`config.mk`:
```
export PLATFORM = sky130hd
export DESIGN_NAME = period_guided_power_cap_stepper
export DESIGN_NICKNAME = d
export VERILOG_FILES = /design/src/hw/rtl/pgpcs_pkg.sv /design/src/hw/rtl/period_guided_power_cap_stepper.sv
export SDC_FILE = /design/constraint.sdc
export NUM_CORES = 1
export LEC_CHECK = 0
export BUFFER_PORTS_ARGS = -buffer_cell sky130_fd_sc_hd__buf_2
export CORE_MARGIN = 3
export CORE_UTILIZATION = 30
export DETAILED_ROUTE_END_ITERATION = 10
export MAX_ROUTING_LAYER = met4
export PLACE_DENSITY = 0.49
export SYNTH_ARGS = -nofsm -noshare
export SYNTH_HDL_FRONTEND = slang
export SYNTH_SLANG_ARGS = --single-unit
```
`constraint.sdc`:
```
create_clock -name i_clk -period 10.5 [get_ports i_clk]
set_clock_uncertainty 0.1 [all_clocks]
set_input_delay 1.575 -clock i_clk [delete_from_list [all_inputs] [get_ports i_clk]]
set_output_delay 1.575 -clock i_clk [all_outputs]
set_load 0.02 [all_outputs]
```
`src/hw/rtl/pgpcs_pkg.sv`:
```
`timescale 1ns / 1ps

package pgpcs_pkg;

    // Configuration register indexes
    localparam int unsigned CFG_IDX_BITS = 3;

    typedef enum logic [CFG_IDX_BITS-1:0] {
        CFG_DECREASE_STEP   = 3'd0,
        CFG_CONVERGE_WINDOW = 3'd1,
        CFG_SMALL_STEP      = 3'd2,
        CFG_MID_STEP        = 3'd3,
        CFG_LARGE_STEP      = 3'd4,
        CFG_MID_THRESHOLD   = 3'd5,
        CFG_LARGE_THRESHOLD = 3'd6,
        CFG_MIN_POWER       = 3'd7
    } t_cfg_idx;

    // Fill level of the cap history
    typedef enum logic [1:0] {
        HIST_EMPTY = 2'd0,
        HIST_ONE   = 2'd1,
        HIST_FULL  = 2'd2
    } t_hist;

    // Reset values of the configuration registers
    localparam int unsigned RST_DECREASE_STEP   = 800;
    localparam int unsigned RST_CONVERGE_WINDOW = 512;
    localparam int unsigned RST_SMALL_STEP      = 160;
    localparam int unsigned RST_MID_STEP        = 400;
    localparam int unsigned RST_LARGE_STEP      = 800;
    localparam int unsigned RST_MID_THRESHOLD   = 1280;
    localparam int unsigned RST_LARGE_THRESHOLD = 2560;
    localparam int unsigned RST_MIN_POWER       = 1600;

endpackage

```
`src/hw/rtl/period_guided_power_cap_stepper.sv`:
```
`timescale 1ns / 1ps

// Period-guided power cap stepper. Each input beat carries a node power limit
// (1/16 W) and a freshly measured application period (1/256 s); each one
// yields exactly one output beat with the new power cap and the converged
// flag. The cap comes from a short history: the first beat returns the limit,
// the second the limit minus decrease_step, and from then on the cap steps up
// by small, mid or large step depending on how far the period moved, until
// the period change drops below converge_window. At that point the block
// converges, returns the second-last cap and holds the last cap from then on
// (only reset clears it). Every cap is clamped to [min_power, power_limit];
// the limit wins if min_power exceeds it. Timing: one beat per cycle
// sustained while the output is taken; a beat passes through an input
// register, then the cap update that also writes the history and the output
// register. The history update is a single compare-add-clamp step, so a beat
// may depend on the one right before it with no stall. Write the
// configuration registers only while no beat is in flight.
module period_guided_power_cap_stepper
    import pgpcs_pkg::*;
#(
    parameter int unsigned POWER_BITS  = 16,
    parameter int unsigned PERIOD_BITS = 24
) (
    input  logic i_clk,
    input  logic i_rst_n,

    // Input stream. tdata, low bit up: power_limit, period, zero fill
    input  logic                                          i_s_tvalid,
    output logic                                          o_s_tready,
    input  logic [((POWER_BITS+PERIOD_BITS+7)/8)*8-1:0]   i_s_tdata,

    // Output stream. tdata, low bit up: new_cap, zero fill
    output logic                                          o_m_tvalid,
    input  logic                                          i_m_tready,
    output logic [((POWER_BITS+7)/8)*8-1:0]               o_m_tdata,
    // tuser: is_converged
    output logic                                          o_m_tuser,

    // Configuration write channel
    input  logic                                          i_cfg_valid,
    output logic                                          o_cfg_ready,
    input  logic [CFG_IDX_BITS-1:0]                       i_cfg_index,
    input  logic [((PERIOD_BITS > POWER_BITS) ? PERIOD_BITS : POWER_BITS)-1:0]
                                                          i_cfg_data
);

    localparam int unsigned OUT_BITS = ((POWER_BITS + 7) / 8) * 8;
    // Raw cap: sign bit plus one carry bit above the power width
    localparam int unsigned CAP_BITS = POWER_BITS + 2;

    // Configuration registers
    logic [POWER_BITS-1:0]  r_decrease_step;
    logic [PERIOD_BITS-1:0] r_converge_window;
    logic [POWER_BITS-1:0]  r_small_step;
    logic [POWER_BITS-1:0]  r_mid_step;
    logic [POWER_BITS-1:0]  r_large_step;
    logic [PERIOD_BITS-1:0] r_mid_threshold;
    logic [PERIOD_BITS-1:0] r_large_threshold;
    logic [POWER_BITS-1:0]  r_min_power;

    // Input register
    logic                   r_in_valid;
    logic [POWER_BITS-1:0]  r_limit;
    logic [PERIOD_BITS-1:0] r_period;

    // History
    t_hist                  r_hist;
    logic [POWER_BITS-1:0]  r_last_cap;
    logic [POWER_BITS-1:0]  r_prior_cap;
    logic [PERIOD_BITS-1:0] r_last_period;
    logic                   r_converged;

    // Output register
    logic                   r_out_valid;
    logic [POWER_BITS-1:0]  r_out_cap;
    logic                   r_out_conv;

    logic                   out_free;
    logic                   advance;
    logic                   in_take;
    logic [PERIOD_BITS-1:0] delta;
    logic signed [CAP_BITS-1:0] raw_cap;
    logic signed [CAP_BITS-1:0] min_ext;
    logic signed [CAP_BITS-1:0] limit_ext;
    logic [POWER_BITS-1:0]  n_cap;
    logic                   n_converged;
    t_hist                  n_hist;

    // Output slot frees when empty or taken this cycle
    assign out_free   = !r_out_valid || i_m_tready;
    assign advance    = r_in_valid && out_free;
    assign o_s_tready = !r_in_valid || out_free;
    assign in_take    = i_s_tvalid && o_s_tready;

    assign o_cfg_ready = 1'b1;

    // Configuration writes; index codes all map to a register
    always_ff @(posedge i_clk) begin
        if (!i_rst_n) begin
            r_decrease_step   <= POWER_BITS'(RST_DECREASE_STEP);
            r_converge_window <= PERIOD_BITS'(RST_CONVERGE_WINDOW);
            r_small_step      <= POWER_BITS'(RST_SMALL_STEP);
            r_mid_step        <= POWER_BITS'(RST_MID_STEP);
            r_large_step      <= POWER_BITS'(RST_LARGE_STEP);
            r_mid_threshold   <= PERIOD_BITS'(RST_MID_THRESHOLD);
            r_large_threshold <= PERIOD_BITS'(RST_LARGE_THRESHOLD);
            r_min_power       <= POWER_BITS'(RST_MIN_POWER);
        end else if (i_cfg_valid) begin
            case (t_cfg_idx'(i_cfg_index))
                CFG_DECREASE_STEP:   r_decrease_step   <= i_cfg_data[POWER_BITS-1:0];
                CFG_CONVERGE_WINDOW: r_converge_window <= i_cfg_data[PERIOD_BITS-1:0];
                CFG_SMALL_STEP:      r_small_step      <= i_cfg_data[POWER_BITS-1:0];
                CFG_MID_STEP:        r_mid_step        <= i_cfg_data[POWER_BITS-1:0];
                CFG_LARGE_STEP:      r_large_step      <= i_cfg_data[POWER_BITS-1:0];
                CFG_MID_THRESHOLD:   r_mid_threshold   <= i_cfg_data[PERIOD_BITS-1:0];
                CFG_LARGE_THRESHOLD: r_large_threshold <= i_cfg_data[PERIOD_BITS-1:0];
                CFG_MIN_POWER:       r_min_power       <= i_cfg_data[POWER_BITS-1:0];
                default: ;
            endcase
        end
    end

    // Input register: hold while the update stage is blocked
    always_ff @(posedge i_clk) begin
        if (!i_rst_n) begin
            r_in_valid <= 1'b0;
        end else if (o_s_tready) begin
            r_in_valid <= i_s_tvalid;
        end
    end

    always_ff @(posedge i_clk) begin
        if (in_take) begin
            r_limit  <= i_s_tdata[POWER_BITS-1:0];
            r_period <= i_s_tdata[POWER_BITS +: PERIOD_BITS];
        end
    end

    // Cap selection and clamp
    always_comb begin
        delta = (r_period >= r_last_period) ? (r_period - r_last_period)
                                            : (r_last_period - r_period);
        n_converged = r_converged;
        raw_cap     = '0;
        case (r_hist)
            HIST_EMPTY: begin
                raw_cap = $signed({2'b00, r_limit});
            end
            HIST_ONE: begin
                raw_cap = $signed({2'b00, r_limit}) - $signed({2'b00, r_decrease_step});
            end
            default: begin
                if (r_converged) begin
                    raw_cap = $signed({2'b00, r_last_cap});
                end else if (delta < r_converge_window) begin
                    n_converged = 1'b1;
                    raw_cap     = $signed({2'b00, r_prior_cap});
                end else if (delta < r_mid_threshold) begin
                    raw_cap = $signed({2'b00, r_last_cap}) + $signed({2'b00, r_small_step});
                end else if (delta < r_large_threshold) begin
                    raw_cap = $signed({2'b00, r_last_cap}) + $signed({2'b00, r_mid_step});
                end else begin
                    raw_cap = $signed({2'b00, r_last_cap}) + $signed({2'b00, r_large_step});
                end
            end
        endcase

        // Raise to min_power first, then lower to the limit
        min_ext   = $signed({2'b00, r_min_power});
        limit_ext = $signed({2'b00, r_limit});
        if (raw_cap < min_ext) begin
            raw_cap = min_ext;
        end
        if (raw_cap > limit_ext) begin
            raw_cap = limit_ext;
        end
        n_cap = raw_cap[POWER_BITS-1:0];

        case (r_hist)
            HIST_EMPTY: n_hist = HIST_ONE;
            default:    n_hist = HIST_FULL;
        endcase
    end

    // History update, once per beat leaving the input register
    always_ff @(posedge i_clk) begin
        if (!i_rst_n) begin
            r_hist        <= HIST_EMPTY;
            r_last_cap    <= '0;
            r_prior_cap   <= '0;
            r_last_period <= '0;
            r_converged   <= 1'b0;
        end else if (advance) begin
            r_hist        <= n_hist;
            r_last_cap    <= n_cap;
            r_prior_cap   <= r_last_cap;
            r_last_period <= r_period;
            r_converged   <= n_converged;
        end
    end

    // Output register
    always_ff @(posedge i_clk) begin
        if (!i_rst_n) begin
            r_out_valid <= 1'b0;
        end else if (out_free) begin
            r_out_valid <= r_in_valid;
        end
    end

    always_ff @(posedge i_clk) begin
        if (advance) begin
            r_out_cap  <= n_cap;
            r_out_conv <= n_converged;
        end
    end

    assign o_m_tvalid = r_out_valid;
    assign o_m_tdata  = OUT_BITS'(r_out_cap);
    assign o_m_tuser  = r_out_conv;

endmodule

```
Word level (Yosys, flattened, before mapping)
Index checks and enable logic that the tools add are counted.
W data, S select, Z words.

storage, ports and cells
  bits in registers = 270

operators by class
  $lt $le $gt $ge = 6
  muxes and demuxes = 12
  $add $sub $neg = 6
  reduce and logical (&&, ||, !) cells = 17
  equal/unequal tests = 8

operator list
  cell                  number
  $lt A24 B24 Y1        3
  $mux W17              4
  $add A16 B16 Y17      3
  $sub A24 B24 Y24      2
  $pmux W18 S2          1
  $ge A24 B24 Y1        1
  $mux W24              1
  $gt A18 B17 Y1        1
  $lt A18 B17 Y1        1
  $mux W18              1
  $sub A16 B16 Y17      1
  $mux W16              1
  $reduce_and A2 Y1     8
  $eq A3 B3 Y1 const B  4
  $eq A3 B2 Y1 const B  2
  $eq A3 B1 Y1 const B  1
  $logic_not A3 Y1      1
  $mux W1               3
  $eq A2 B1 Y1 const B  1
  $logic_and A1 B1 Y1   2
  $logic_not A1 Y1      2
  $logic_not A2 Y1      1
  $logic_or A1 B1 Y1    2
  $mux W2               1
  $reduce_or A2 Y1      1

Depth between registers and ports, before layout
  word-level depth = 12
  gate-level depth with buffers = 63

Worst setup path after synthesis
No wires, ideal clock.

  kind = reg-to-reg
  start = register r_period[0]
  end = register r_out_cap[11] (netlist: o_m_tdata[11]) (data pin)
  cell stages (with the launch flop) = 58
  clock period less this slack = 11.335 ns
  data arrival time = 10.979 ns
  setup time = 0.256 ns
  path slack = -0.835 ns
  path buffers = 8
  path through = edfxtp_1 > inv_1 > ha_1 > inv_1 > fa_1 > a21oi_1 > o211ai_1 > nand4_1 > o211ai_1 > a21o_1 > buf_4 > buf_2 > buf_2 > a221oi_1 > xnor2_1 > ha_1 > a21o_1 > a21o_1 > (+22 left out) > ha_1 > clkbuf_1 > inv_1 > clkbuf_1 > mux2i_1 > inv_1 > ha_1 > a21oi_1 > o21ai_0 > a2111oi_0 > a21oi_1 > o21a_1 > o21ai_0 > o22a_2 > buf_4 > buf_4 > nand2_1 > o22a_1

on the way
  cells in the longest elaborated chain, start to end = 12
  elaborated cells between the ends (all ways) = 16

RTL lines
  item                                      line                                    text
  start, declared                           period_guided_power_cap_stepper.sv:64   logic [PERIOD_BITS-1:0] r_period;
  start signal, assigned                    period_guided_power_cap_stepper.sv:135  r_period <= i_s_tdata[POWER_BITS +: PERIOD_BITS];
  $sub A24 B24 Y24 (tied with other cells)  period_guided_power_cap_stepper.sv:142  : (r_last_period - r_period);
  $mux W24 (*)                              period_guided_power_cap_stepper.sv:141  delta = (r_period >= r_last_period) ? (r_period - r_last_period)
  $lt A24 B24 Y1                            period_guided_power_cap_stepper.sv:160  end else if (delta < r_large_threshold) begin
  $mux W17                                  period_guided_power_cap_stepper.sv:160
  $mux W17                                  period_guided_power_cap_stepper.sv:158  end else if (delta < r_mid_threshold) begin
  $mux W17 (*)                              period_guided_power_cap_stepper.sv:155  end else if (delta < r_converge_window) begin
  $mux W17 (*)                              period_guided_power_cap_stepper.sv:153  if (r_converged) begin
  $pmux W18 S2 (*)                          period_guided_power_cap_stepper.sv:145  case (r_hist)
  $lt A18 B17 Y1                            period_guided_power_cap_stepper.sv:171  if (raw_cap < min_ext) begin
  $mux W18 (*)                              period_guided_power_cap_stepper.sv:171
  $gt A18 B17 Y1                            period_guided_power_cap_stepper.sv:174  if (raw_cap > limit_ext) begin
  $mux W16 (*)                              period_guided_power_cap_stepper.sv:174
  net raw_cap[11]                           period_guided_power_cap_stepper.sv:82   logic signed [CAP_BITS-1:0] raw_cap;
  end signal, assigned                      period_guided_power_cap_stepper.sv:213  r_out_cap <= n_cap;
  end, declared                             period_guided_power_cap_stepper.sv:75   logic [POWER_BITS-1:0] r_out_cap;

Mark *: on every way through the listed nets, which the timed path passes. The rest lies on a longest branch.
A chain may end at the register's enable or synchronous reset.

Final worst setup path
Ends and elaborated chain as after synthesis.

==> impl_metrics.toml <==
[synth]
yosys_most_used_dff = "sky130_fd_sc_hd__dfxtp_1"
post_synth_inst_count = 2172
async_sr_flop_fraction_pct = 0
netlist_area_mm2 = 0.0176
ys_warn_count = 0
synth.distinct_cells = 82
syn_avg_cell_area_um2 = 8.12
ff_latch_count_synth = 270
sequential_fraction_of_the_synthesis_area_pct = 33.9
synth_nets = 2428
number_of_synthesized_flops_with_an_enable_pin = 57

[floorplanning]
initial_cell_density_of_the_core_pct = 30.4
fp.dieArea_mm2 = 0.0617
floorplan.io_pins = 92
row_count = 88
core-area_mm2 = 0.0579
die_h_um = 248
die_w_um = 248

[hold_path]
whs_endpoint = "r_prior_cap[4]"
number_of_instances_on_the_worst_hold_path = 2
min_path_type = "register to register"
holdCritStartpoint = "r_prior_cap[4]"

[global_routing]
globalRouteOverflowTotal = 0
grt_first_pass_wirelength_um = 95900
first_global_vias = 16300
grt.total_usage_pct = 20.3
antenna_violations_before_repair = 2
largest_net_degree_at_the_start_of_global_routing = 116

[clock_network]
ctsRootBufferMaster = "sky130_fd_sc_hd__clkbuf_16"
cts.sink_count = 270
cts.path.max_buffers = 3
tritoncts = "done"
clock_insertion_delay_worst_skew_ns = 0.56
h-tree-depth = 2
cts-buffers-inserted = 36
hold_buffers = 0
cts.clk_slew.worst_paths_ns = 0.06

[final_layout]
filler_cell_count = 5973
instances_no_fill = 3304
utilization_pct = 40.0
syn2layout_area_growth_pct = 31.2
layout_commonest_cell = "sky130_fd_sc_hd__nand2_1"
fin_nets = 2764
commonest_cells_after_routing_fill_and_taps_aside = "sky130_fd_sc_hd__nand2_1, sky130_fd_sc_hd__buf_4, sky130_fd_sc_hd__dfxtp_1, sky130_fd_sc_hd__inv_1, sky130_fd_sc_hd__a21boi_0"
layout.cell_area.non_filler_mm2 = 0.0231
drive_above_1_share_pct = 24.2

[setup_path]
cpMaxStageDelayCell = "sky130_fd_sc_hd__edfxtp_1"
worstReg2RegStart = "r_period[0]"
reg2reg_to = "o_m_tdata[11]"
cpPeakStageDelay_ns = 0.42
timing.critical_path.arrival_ns = 11.20
critPathKind = "register to register"
path_max_fanout = 16
crit_end_element = "register"
worst_setup_path_start_kind = "register"
reg2regPathDepth = 60
cp.required_ns = 10.71
critical_path.most_common_cell = "sky130_fd_sc_hd__buf_4"
regToRegSetupSlack_ns = -0.49

[placement]
globalplace.congestion = 0.901
hpwlAfterDp_um = 45300
pre_cts_slack_ns = -0.943
numPortBuffers = 90
placedInstanceArea_mm2 = 0.0207
placed_cells = 3180

[detailed_routing]
routed-via-count = 16500
top_layer = "met4"
drt_first_pass_iters = 5
drt_drc_violations_left = 0
avgRoutedWirePerCell_um = 18.9
detail_route.wirelength.met1_um = 28700
antenna_violating_nets_post_route = 0
met3_length_um = 2740
detail_route_met2_wl_um = 28700
drt_iter0_markers = 954
post_drt_via_cell_ratio = 4.98
wl_um = 62300

[sta]
timing.final.crit_share_pct = 105
timing.final.setup_violations = 32
grt_setup_unrepaired = "true"
setup_tns_ns = -11.78
final_critical_path_setup_slack_ns = -0.493
final-max-slew-violation-count = 0
tightest_slew_ns = 1.29
clock.fmax_mhz = 91.0
fin_crit_ns = 10.99
maxSlewHeadroom_pct = 13.9
finalHoldViolCount = 0

[pwr]
power_density_mw_per_mm2 = 170
power.ir.vdd_worst_uv = 124
p_leak_nw = 9.61

[status]
failed_checks = "negative setup slack"
outcome = "complete, but fails checks"

[run]
cap_viol_max_count = 0
synthesized netlist by cell type, types with 15 or more instances:
cell type                  number  area (µm²)
sky130_fd_sc_hd__mux2_2        16         180
sky130_fd_sc_hd__a211oi_1      15         113
sky130_fd_sc_hd__dfxtp_1      213        4260
sky130_fd_sc_hd__a21o_1        57         428
sky130_fd_sc_hd__o211ai_1      19         143
sky130_fd_sc_hd__nand3_1       53         265
sky130_fd_sc_hd__nand2_1      457        1720
sky130_fd_sc_hd__nor2_1        70         263
sky130_fd_sc_hd__inv_1        202         758
sky130_fd_sc_hd__clkbuf_1      82         308
sky130_fd_sc_hd__xor2_1        15         131
sky130_fd_sc_hd__o21ai_0       89         445
sky130_fd_sc_hd__a21oi_1      104         521
sky130_fd_sc_hd__edfxtp_1      57        1710
sky130_fd_sc_hd__nand2b_1      22         138
sky130_fd_sc_hd__mux2i_1       39         390
sky130_fd_sc_hd__nor3_1        17        85.1
sky130_fd_sc_hd__ha_1         180        2250
sky130_fd_sc_hd__xnor2_1       23         201
sky130_fd_sc_hd__a31oi_1       20         125
sky130_fd_sc_hd__nor2b_1       21         131
sky130_fd_sc_hd__nand4_1       25         156
sky130_fd_sc_hd__a21boi_0     176        1320
cells by family (layout without fill, tap and decap cells):
kind of cell / Yosys count / after routing / share of synthesized area [%]
other cells: 1 / 4 / 0.0213
xor+xnor: 38 / 38 / 1.89
buf+inv: 322 / 686 / 7.16
mux: 58 / 58 / 3.49
fa+ha+maj: 184 / 184 / 13.2
compound gates: 597 / 597 / 23.3
simple gates: 702 / 702 / 17.1
flops: 270 / 270 / 33.9
critical path: cells and delay by family, from the launching register on:
| family | cells | cell delay [ns] |
|---|---|---|
| XOR/XNOR | 2 | 0.54 |
| AO/OA/AOI/OAI | 26 | 4.44 |
| adder cells (fa/ha/maj) | 7 | 1.78 |
| AND/OR/NAND/NOR | 4 | 0.42 |
| buffers and inverters | 21 | 3.03 |
| flip-flops | 1 | 0.42 |
metal layers:
metal	up-vias	GRT usage, %
met4	0	7.55
met2	337	32.5
met5	-	-
met1	7812	26.0
met3	110	3.04
li1	8207	-
worst max path at each step:
stage | from | endpoint | cells after the start
2_1_floorplan | r_period[0] | o_m_tdata[11] | 60
3_3_place_gp | r_period[0] | o_m_tdata[6] | 58
3_5_place_dp | r_period[0] | o_m_tdata[4] | 59
4_1_cts | r_period[0] | r_last_cap[11] | 57
5_1_grt | r_period[9] | o_m_tdata[11] | 62
6_report | r_period[0] | o_m_tdata[11] | 60
through the flow:
stage | total power (W) | hold WS, ns
floorplan | 0.00188 | 0.339
global placement | 0.00242 | 0.349
detailed placement | 0.00243 | 0.356
CTS | 0.00392 | 0.367
global route | 0.00415 | 0.382
finish | 0.00394 | 0.365
what timing repair did:
action	in CTS	in global routing
pin swaps	37	13
gates resized for setup	83	51
buffers inserted	44	11
gates cloned	3	0
endpoints found under the setup margin	32	32
cell type report:
class                           count  area [µm²]  area share [%]
Multi-Input combinational cell   1580       11000            47.7
Sequential cell                   270        5980            25.8
Timing Repair Buffer              417        3120            13.5
Clock buffer                       49        1050            4.55
Tap cell                          765         957            4.14
Inverter                          203         764            3.30
Clock inverter                     17         214           0.925
Antenna cell                        3        7.51          0.0324
where the power goes:
part / internal (W) / total (W) / switching (W)
Clock: 0.000806 / 0.00132 / 0.000511
Sequential: 0.00111 / 0.00116 / 0.0000454
Combinational: 0.000721 / 0.00146 / 0.000740
registers in the layout (all words and copies together), names as in the netlist:
name / cells
r_small_step: 16
o_m_tvalid: 1
r_decrease_step: 16
r_limit: 16
r_large_threshold: 24
r_in_valid: 1
r_large_step: 16
r_prior_cap: 16
r_converged: 1
r_converge_window: 24
o_m_tdata: 16
r_last_cap: 16
r_mid_step: 16
r_period: 24
r_last_period: 24
r_hist: 2
r_min_power: 16
o_m_tuser: 1
r_mid_threshold: 24
(Power assumes the default switching activity.)
